--- config.mk ---
export PLATFORM = sky130hd
export DESIGN_NAME = deadline_timer_table_core
export DESIGN_NICKNAME = d
export VERILOG_FILES = /design/src/sv/dtt_pkg.sv /design/src/sv/deadline_timer_table_core.sv /design/src/sv/dtt_datapath.sv /design/src/sv/dtt_control.sv
export VERILOG_INCLUDE_DIRS = /design/src /design/src/sv
export SDC_FILE = /design/constraint.sdc
export NUM_CORES = 2
export LEC_CHECK = 0
export BUFFER_PORTS_ARGS = -buffer_cell sky130_fd_sc_hd__clkbuf_2
export CORE_UTILIZATION = 51
export DETAILED_ROUTE_END_ITERATION = 12
export PLACE_DENSITY = 0.69
export SLEW_MARGIN = 15
export SYNTH_ARGS = -nofsm -noshare
export SYNTH_HDL_FRONTEND = slang
export SYNTH_SLANG_ARGS = --single-unit
--- constraint.sdc ---
create_clock -name clk -period 28.9 [get_ports clk]
set_clock_uncertainty 0.1 [all_clocks]
set_input_delay 1.445 -clock clk [delete_from_list [all_inputs] [get_ports clk]]
set_output_delay 1.445 -clock clk [all_outputs]
set_load 0.05 [all_outputs]
--- src/sv/deadline_timer_table_core_assert.svh ---
// assertion macros used by the timer table controller
`ifndef DEADLINE_TIMER_TABLE_CORE_ASSERT_SVH
`define DEADLINE_TIMER_TABLE_CORE_ASSERT_SVH
// property that must hold on every clock edge outside reset
`define DTT_ASSERT(label, prop, msg) \
  label: assert property (@(posedge clk) disable iff (rst) (prop)) else $error(msg);
// implication whose consequent is checked in the cycle after the condition
`define DTT_ASSERT_NEXT(label, cond, prop, msg) \
  label: assert property (@(posedge clk) disable iff (rst) (cond) |=> (prop)) else $error(msg);
`endif

--- src/sv/dtt_pkg.sv ---
// shared types and constants for the deadline timer table
`default_nettype none
package dtt_pkg;
  localparam int Entries = 32;
  localparam int IdxW = $clog2(Entries);

  typedef enum logic [1:0] {
    ACT_TICK   = 2'd0,
    ACT_ADD    = 2'd1,
    ACT_DELETE = 2'd2,
    ACT_EXPIRE = 2'd3
  } action_t;

  typedef struct packed {
    logic [1:0]  action;
    logic [15:0] conn_id;
    logic [15:0] delay_ms;
  } in_item_t;

  typedef struct packed {
    logic        kind;
    logic [15:0] expired_conn;
    logic        have_next;
    logic [15:0] next_remaining_ms;
    logic        status;
    logic        last;
  } out_item_t;

  // controller to datapath
  typedef struct packed {
    logic do_tick;
    logic do_add;
    logic do_delete;
    logic scan_start;
    logic scan_step;
    logic free_best;
    logic purge_dead;
  } dp_cmd_t;

  // datapath to controller
  typedef struct packed {
    logic scan_done;
    logic best_found;
    logic best_due;
    logic full;
  } dp_stat_t;
endpackage
`default_nettype wire

--- src/sv/deadline_timer_table_core.sv ---
// deadline timer table: top level joining controller and datapath
// an action takes an exec step, a scan of the table, a decide step and a final
// step that forms the status result; each expired report adds a rescan of the
// table, as the earliest deadline is searched one slot a cycle
// one action at a time: the next is taken only after the previous is finished
// reset: synchronous rst clears the clock, all entry flags and the controller
`default_nettype none
module deadline_timer_table_core (
  input  wire logic               clk,
  input  wire logic               rst,
  input  wire logic               in_valid,
  output logic                    in_stall,
  input  wire dtt_pkg::in_item_t  in_data,
  output logic                    out_valid,
  input  wire logic               out_stall,
  output dtt_pkg::out_item_t      out_data
);
  import dtt_pkg::*;

  in_item_t    item;
  dp_cmd_t     cmd;
  dp_stat_t    stat;
  logic [15:0] best_conn;
  logic [15:0] best_remaining;

  dtt_control u_control (
    .clk, .rst, .in_valid, .in_stall, .in_data, .item, .cmd, .stat,
    .best_conn, .best_remaining, .out_valid, .out_stall, .out_data
  );

  dtt_datapath u_datapath (
    .clk, .rst, .item, .cmd, .stat, .best_conn, .best_remaining
  );
endmodule
`default_nettype wire

--- src/sv/dtt_datapath.sv ---
// timer table storage, slot search and earliest deadline scan
`default_nettype none
module dtt_datapath (
  input  wire logic              clk,
  input  wire logic              rst,
  input  wire dtt_pkg::in_item_t item,
  input  wire dtt_pkg::dp_cmd_t  cmd,
  output dtt_pkg::dp_stat_t      stat,
  output logic [15:0]            best_conn,
  output logic [15:0]            best_remaining
);
  import dtt_pkg::*;

  logic [31:0]       now_ms;
  logic [31:0]       deadline_mem [Entries];
  logic [15:0]       conn_mem [Entries];
  logic [Entries-1:0] valid;
  logic [Entries-1:0] dead;
  logic [Entries-1:0] newest;

  logic [IdxW:0]     scan_idx;
  logic              best_found;
  logic [IdxW-1:0]   best_idx;
  logic signed [31:0] best_left;
  logic [15:0]       best_conn_r;

  logic [IdxW-1:0]   free_idx;
  logic              free_found;
  logic [IdxW-1:0]   del_idx;
  logic              del_found;
  logic [IdxW-1:0]   cur;
  logic signed [31:0] cur_left;
  logic              cur_live;

  always_comb begin
    free_found = 1'b0;
    free_idx = '0;
    for (int i = Entries - 1; i >= 0; i--) begin
      if (!valid[i]) begin
        free_found = 1'b1;
        free_idx = IdxW'(i);
      end
    end
  end

  always_comb begin
    del_found = 1'b0;
    del_idx = '0;
    for (int i = Entries - 1; i >= 0; i--) begin
      if (valid[i] && newest[i] && conn_mem[i] == item.conn_id) begin
        del_found = 1'b1;
        del_idx = IdxW'(i);
      end
    end
  end

  assign cur = scan_idx[IdxW-1:0];
  assign cur_live = valid[cur] && !dead[cur];
  assign cur_left = $signed(deadline_mem[cur] - now_ms);

  always_ff @(posedge clk) begin
    if (rst) begin
      now_ms <= '0;
      valid <= '0;
      dead <= '0;
      newest <= '0;
      scan_idx <= '0;
      best_found <= 1'b0;
    end else begin
      if (cmd.do_tick) begin
        now_ms <= now_ms + 32'd1;
      end
      if (cmd.do_add && free_found) begin
        for (int i = 0; i < Entries; i++) begin
          if (valid[i] && conn_mem[i] == item.conn_id) begin
            newest[i] <= 1'b0;
          end
        end
        deadline_mem[free_idx] <= now_ms + {16'd0, item.delay_ms};
        conn_mem[free_idx] <= item.conn_id;
        valid[free_idx] <= 1'b1;
        dead[free_idx] <= 1'b0;
        newest[free_idx] <= 1'b1;
      end
      if (cmd.do_delete && del_found) begin
        dead[del_idx] <= 1'b1;
      end
      if (cmd.purge_dead) begin
        valid <= valid & ~dead;
        newest <= newest & ~dead;
        dead <= '0;
      end
      if (cmd.free_best) begin
        valid[best_idx] <= 1'b0;
        dead[best_idx] <= 1'b0;
        newest[best_idx] <= 1'b0;
      end
      if (cmd.scan_start) begin
        scan_idx <= '0;
        best_found <= 1'b0;
      end else if (cmd.scan_step && scan_idx != (IdxW+1)'(Entries)) begin
        // strict compare keeps the lower slot on equal deadlines
        if (cur_live && (!best_found || cur_left < best_left)) begin
          best_found <= 1'b1;
          best_idx <= cur;
          best_left <= cur_left;
          best_conn_r <= conn_mem[cur];
        end
        scan_idx <= scan_idx + 1'b1;
      end
    end
  end

  assign stat.scan_done = (scan_idx == (IdxW+1)'(Entries));
  assign stat.best_found = best_found;
  assign stat.best_due = best_left <= 32'sd0;
  assign stat.full = !free_found;
  assign best_conn = best_conn_r;
  always_comb begin
    if (best_left <= 32'sd0) begin
      best_remaining = '0;
    end else if (best_left > 32'sd65535) begin
      best_remaining = 16'hFFFF;
    end else begin
      best_remaining = best_left[15:0];
    end
  end
endmodule
`default_nettype wire

--- src/sv/dtt_control.sv ---
// sequencer for actions, expiry loop and result transfers
`default_nettype none
module dtt_control (
  input  wire logic               clk,
  input  wire logic               rst,
  input  wire logic               in_valid,
  output logic                    in_stall,
  input  wire dtt_pkg::in_item_t  in_data,
  output dtt_pkg::in_item_t       item,
  output dtt_pkg::dp_cmd_t        cmd,
  input  wire dtt_pkg::dp_stat_t  stat,
  input  wire logic [15:0]        best_conn,
  input  wire logic [15:0]        best_remaining,
  output logic                    out_valid,
  input  wire logic               out_stall,
  output dtt_pkg::out_item_t      out_data
);
  import dtt_pkg::*;
  `include "deadline_timer_table_core_assert.svh"

  typedef enum logic [2:0] {
    S_IDLE, S_EXEC, S_SCAN, S_DECIDE, S_FINAL, S_WAIT
  } state_t;

  state_t state;
  logic   refused;
  logic   expiring;
  logic   in_xfer;
  logic   out_free;

  assign in_stall = (state != S_IDLE);
  assign in_xfer = in_valid && !in_stall;
  assign out_free = !out_valid || !out_stall;

  always_comb begin
    cmd = '0;
    case (state)
      S_EXEC: begin
        cmd.do_tick = (item.action == ACT_TICK);
        cmd.do_add = (item.action == ACT_ADD);
        cmd.do_delete = (item.action == ACT_DELETE);
        cmd.scan_start = 1'b1;
      end
      S_SCAN: cmd.scan_step = 1'b1;
      S_DECIDE: begin
        if (expiring && stat.best_found && stat.best_due && out_free) begin
          cmd.free_best = 1'b1;
          cmd.scan_start = 1'b1;
        end
      end
      // dead entries were skipped by the scan, so they can go once it is over
      S_FINAL: cmd.purge_dead = 1'b1;
      default: cmd = '0;
    endcase
  end

  always_ff @(posedge clk) begin
    if (rst) begin
      state <= S_IDLE;
      out_valid <= 1'b0;
      refused <= 1'b0;
      expiring <= 1'b0;
    end else begin
      if (out_valid && !out_stall) begin
        out_valid <= 1'b0;
      end
      case (state)
        S_IDLE: begin
          if (in_xfer) begin
            item <= in_data;
            state <= S_EXEC;
          end
        end
        S_EXEC: begin
          refused <= (item.action == ACT_ADD) && stat.full;
          expiring <= (item.action == ACT_EXPIRE);
          state <= S_SCAN;
        end
        S_SCAN: begin
          if (stat.scan_done) begin
            state <= S_DECIDE;
          end
        end
        S_DECIDE: begin
          if (expiring && stat.best_found && stat.best_due) begin
            if (out_free) begin
              out_valid <= 1'b1;
              out_data <= '{kind: 1'b1, expired_conn: best_conn, have_next: 1'b0,
                            next_remaining_ms: 16'd0, status: 1'b0, last: 1'b0};
              state <= S_SCAN;
            end
          end else begin
            state <= S_FINAL;
          end
        end
        S_FINAL: begin
          if (out_free) begin
            out_valid <= 1'b1;
            out_data <= '{kind: 1'b0, expired_conn: 16'd0,
                          have_next: stat.best_found,
                          next_remaining_ms: stat.best_found ? best_remaining : 16'd0,
                          status: refused, last: 1'b1};
            state <= S_WAIT;
          end
        end
        S_WAIT: state <= S_IDLE;
        default: state <= S_IDLE;
      endcase
    end
  end

  `DTT_ASSERT(a_no_take_busy, !(in_xfer && state != S_IDLE), "item taken while busy")
  `DTT_ASSERT_NEXT(a_exec_scans, state == S_EXEC, state == S_SCAN, "exec not followed by scan")
  `DTT_ASSERT(a_free_due, !cmd.free_best || (stat.best_found && stat.best_due),
              "freeing an entry that is not due")
endmodule
`default_nettype wire

### Yosys cells after proc, flatten, opt, wreduce, memory -nomap -nowiden

Memory sizes are Yosys's and may differ from the RTL's. A register that Yosys moved wholly into a read port is not among the register bits.
Cells that the tools add are included.

| cells by class | value |
|---|---|
| bitwise gates (word level) | 14 |
| muxes and demuxes | 276 |
| equality and inequality tests | 47 |
| order comparisons | 10 |
| $add $sub $neg | 4 |
| reduce and logical (&&, ||, !) cells | 128 |

Operator list:

| cell | count |
|---|---|
| equality test 16 bit | 32 |
| two-way mux 32 bit | 14 |
| two-way mux 5 bit | 66 |
| bitwise AND 32 bit | 6 |
| two-way mux 1 bit | 175 |
| logical AND 1 bit | 110 |
| two-way mux 36 bit | 3 |
| inverter 32 bit | 3 |
| bitwise OR 32 bit | 3 |
| case mux 36 bit (2 select lines) | 1 |
| two-way mux 16 bit | 3 |
| adder 32 x 1 -> 32 bit, second input constant | 1 |
| adder 32 x 16 -> 32 bit | 1 |
| > comparator 32 x 17 -> 1 bit, second input constant | 1 |
| less-or-equal comparator 32 x 1 -> 1 bit, second input constant | 1 |
| < comparator 32 bit | 1 |
| subtractor 32 bit | 1 |
| < comparator 5 x 6 -> 1 bit, second input constant | 4 |
| two-way mux 3 bit | 6 |
| demux 1 bit (select 5 bit) | 3 |
| greater-or-equal comparator 5 x 1 -> 1 bit, second input constant | 3 |
| case mux 3 bit (5 select lines) | 1 |
| binary-select mux 1 bit (select 5 bit) | 2 |
| inequality test 2 x 1 -> 1 bit, second input constant | 4 |
| 23 further kinds | 34 |

| word-level totals | value |
|---|---|
| input bits | 38 |
| memories kept | 2 |
| register bits after elaboration | 248 |
| word-level logic and storage cells | 502 |
| output and inout bits | 38 |
| RAM bits | 1536 |

Memories:

| memory | words | bits a word | rd ports | clocked after Yosys merged registers in | write ports | RTL line | text |
|---|---|---|---|---|---|---|---|
| u_datapath.deadline_mem | 32 | 32 | 1 | 1 | 1 | dtt_datapath.sv:15 | `logic [31:0] deadline_mem [Entries];` |
| u_datapath.conn_mem | 32 | 16 | 33 | 1 | 1 | dtt_datapath.sv:16 | `logic [15:0] conn_mem [Entries];` |

### Longest topological paths before layout

| depth | value |
|---|---|
| depth in word-level cells | 46 |
| gate-level depth with buffers | 30 |
| gate-level depth less buffers | 27 |

### Modules after synthesis

From an unflattened synthesis, not the netlist that was laid out.

| second synthesis, totals | value |
|---|---|
| cell total of the unflattened synthesis | 4805 |
| area, all modules | 80204.4 um^2 |

By module, submodules not included:

| module | area each (um^2) | cells each | seq. area each (um^2) | times used |
|---|---|---|---|---|
| dtt_datapath | 77523.1 | 4652 | 50518.5 | 1 |
| dtt_control | 2681.3 | 153 | 2222.1 | 1 |

### Worst setup path after synthesis

No wires, ideal clock.

| timing | value |
|---|---|
| path type | reg2reg |
| start point | register with a tool-made name |
| end point | register u_datapath.best_conn_r[0], in the netlist u_datapath.best_conn[0] (read register of u_datapath.conn_mem), enable pin |
| cell stages (with the launch flop) | 27 |
| data required time | 28257 ps |
| buffers on the path | 3 |
| setup time | 543 ps |
| arrival | 10318 ps |
| clock period less this slack | 10962 ps |
| path slack | 17938 ps |
| path through | dfxtp_1 > clkbuf_1 > buf_1 > buf_1 > mux4_2 > mux4_2 > mux2_2 > ha_1 > or3_1 > o311ai_0 > a221o_1 > nand2_1 > a21o_1 > and2_1 > o21ai_0 > a22oi_1 > ha_1 > a21o_1 > a21o_1 > a21o_1 > a21oi_1 > nor2b_1 > o21ai_0 > nand2_1 > o22ai_1 > mux2_2 > a211oi_1 |

RTL lines:

| item | RTL line | text |
|---|---|---|
| end, declared | dtt_datapath.sv:25 | `logic [15:0] best_conn_r;` |

==> flow_metrics.py <==
metrics = {
    "critical_path": {
        "cp-end-kind": "register",
        "critical_path_arrival_ns": 10.11,
        "cp_max_fo": 49,
        "worstSetupPathType": "register to register",
        "start_kind": "register",
        "worstPathRequired_ns": 29.23,
    },
    "die": {
        "dieWidth_um": 396.7,
        "rows": 144,
        "initial_core_util_pct": 51.46,
        "io_pins": 76,
        "die_h_um": 396.7,
        "dieArea_mm2": 0.1574,
        "core_mm2": 0.1544,
    },
    "global_routing": {
        "overflow": 0,
        "grt_pass1_wl_um": 319100,
        "grt_max_degree": 64,
        "grtUsageTotal_pct": 28.45,
        "grt_pass1_vias": 44740,
        "antenna_found_initial": 12,
    },
    "timing": {
        "setup_violations": 0,
        "slew_violations": 0,
        "fin_setup_tns_ns": 0,
        "hold_viol": 0,
        "max-slew-margin-rel_pct": 17.86,
        "fmax_mhz": 102.3,
        "min_period_ns": 9.778,
        "holdWs_ns": 0.3732,
        "fin_crit_sh_pct": 33.84,
        "worst_pin_slew_ns": 1.229,
        "grt_setup_unrepaired": "no",
    },
    "drt": {
        "dr.first_iter.drc_count": 6424,
        "via_per_inst": 6.507,
        "totalWireLength_um": 223000,
        "num_vias": 45800,
        "drt-wirelength-per-cell_um": 31.68,
        "drtAntennaViolNets": 0,
        "drc": 0,
        "drtPass1Iterations": 9,
    },
    "place": {
        "gp_congestion": 0.9850,
        "placed_area_mm2": 0.08269,
        "port_buffers": 75,
        "hpwl_um": 137300,
        "dp_cells": 6707,
    },
    "min_path": {
        "hp-class": "register to register",
    },
    "yosys": {
        "synth_cell_type_count": 86,
        "synthesis.area_mm2": 0.07946,
        "seq_area_frac_synth_pct": 66.37,
        "synth_largest_area_cell": "edfxtp_1",
        "yosys_warnings": 0,
        "synthArstFlopShare_pct": 0,
        "syn_avg_cell_area_um2": 16.87,
        "synth_enable_flop_cells": 1659,
        "syn_nets": 4831,
        "synth-seq-cells": 1805,
        "synth_area_leaders": "edfxtp_1 63%, mux4_2 14%, xor2_1 4.1%, dfxtp_1 3.7%, xnor2_1 2.4%",
        "syn_inst": 4710,
        "synth_ff_type": "edfxtp_1",
        "synth_top_area_share_pct": 62.69,
    },
    "job": {
        "drv_cap": 0,
    },
    "cts": {
        "clkTransAtPathRegs_ns": 0.06,
        "cts_resized": 0,
        "htree_levels": 4,
        "cts_tree": "built",
        "clock_sinks": 1805,
        "holdBufCountCts": 0,
        "cts_setup_buffers": 0,
        "root_buffer": "clkbuf_16",
        "clk_latency_ns": 0.83,
        "clockBufferDepth": 3,
        "cts_made_buffers": 179,
    },
    "final_layout": {
        "design_area_mm2": 0.08882,
        "nets": 4966,
        "drive_above_1_share_pct": 21.73,
        "fin_cells": 7039,
        "area_growth_pct": 11.78,
    },
    "power": {
        "vdd_drop_max_uv": 71.06,
        "p_per_area_mw_per_mm2": 67.38,
        "p_leak_nw": 27.60,
    },
    "outcome": {
        "status": "finished clean",
    },
}
## worst paths after layout
| kind | end | depth (start not counted) | start | slack [ns] |
|---|---|---|---|---|
| max reg2reg | u_datapath.best_left[27] | 25 | register | 19.12 |
| min reg2reg | u_datapath.newest[27] | 2 | u_datapath.newest[27] | 0.37 |
| min | u_datapath.newest[27] | 2 | u_datapath.newest[27] | 0.37 |
| max | u_datapath.best_left[27] | 25 | register | 19.12 |
## cell families after synthesis
kind of cell	count (synthesis)	share of synthesized area, %
and+or+nand+nor	974	6.120
adders and majority gates	83	1.326
AOI/OAI and AO/OA	385	3.439
buffers and inverters	338	1.856
DFF	1805	66.37
muxes	532	14.35
xor gates and xnor gates	593	6.536
## critical path: stages, from the launching register on
cell      delay, ns
dfxtp_4        0.95
buf_4          0.77
buf_4          0.64
buf_4          0.84
buf_4          0.88
mux4_2         0.62
mux4_2         0.47
mux2_2         0.31
ha_1           0.34
nand2_1        0.07
a311oi_1       0.30
o21ai_0        0.19
a21boi_0       0.33
nor2_1         0.09
xnor2_1        0.20
ha_1           0.28
a21o_1         0.17
a21oi_1        0.14
nor2b_1        0.06
o21ai_0        0.14
nand2b_1       0.08
a21oi_1        0.20
nand2_1        0.08
mux2_2         0.32
a211oi_4       0.26
buf_4          0.44
## through the flow
step,power (mW),setup WS (ns),util [%]
after floorplan,3.483,17.94,-
after global placement,3.682,18.96,53.54
after detailed placement,3.688,18.88,53.55
after CTS,6.002,18.89,57.36
after global routing,6.148,18.26,57.52
final,5.985,19.12,57.52
## cells in the final DEF, fill, tap and decap left out, drive strengths merged, types with 81 or more instances in the layout
cell type,netlist,final
clkbuf,129,305
nand3,101,101
nand2,234,234
edfxtp,1659,1659
nor2,236,236
dfxtp,146,146
nor4,84,84
ha,81,81
mux4,481,481
xor2,374,374
inv,98,103
xnor2,219,219
buf,110,119
## Yosys cell counts, types with 80 or more instances
library cell / n
nand3_1: 101
xnor2_1: 219
nor4_1: 80
ha_1: 81
nor2_1: 236
edfxtp_1: 1659
nand2_1: 233
clkbuf_1: 129
mux4_2: 481
dfxtp_1: 146
xor2_1: 374
inv_1: 98
## state kept, by name, summed over array words and instances (netlist names), 16 cells and up, named ones only
signal                   count
u_control.item              34
u_control.out_data          36
u_datapath.best_conn        16
u_datapath.best_left        32
u_datapath.conn_mem        512
u_datapath.dead             32
u_datapath.deadline_mem   1024
u_datapath.newest           32
u_datapath.now_ms           32
u_datapath.valid            32
## power breakdown
group	leakage, nW	internal [mW]	switching (mW)
Sequential	16.2	2.88	0.0313
Clock	2.85	1.33	1.01
Combinational	8.51	0.319	0.407
Total	27.6	4.53	1.45
## final cells by class
type,count,area (um2)
diodes,3,7.507
clock buffers,231,4716
clock inverters,97,1169
fillers,11510,65590
inverters,99,371.6
multi-input cells,2567,25940
flip-flops and latches,1805,52770
well taps,2044,2557
repair buffers,193,1292
## routing by layer
metal	track usage, %	share of wire, %	vias up
met5	0	0.024	-
met4	8.880	3.1	8
met3	6.298	11	400
met2	43.01	45	2597
met1	41.33	41	23910
li1	-	-	18890
Power figures use the tool's default switching activity.
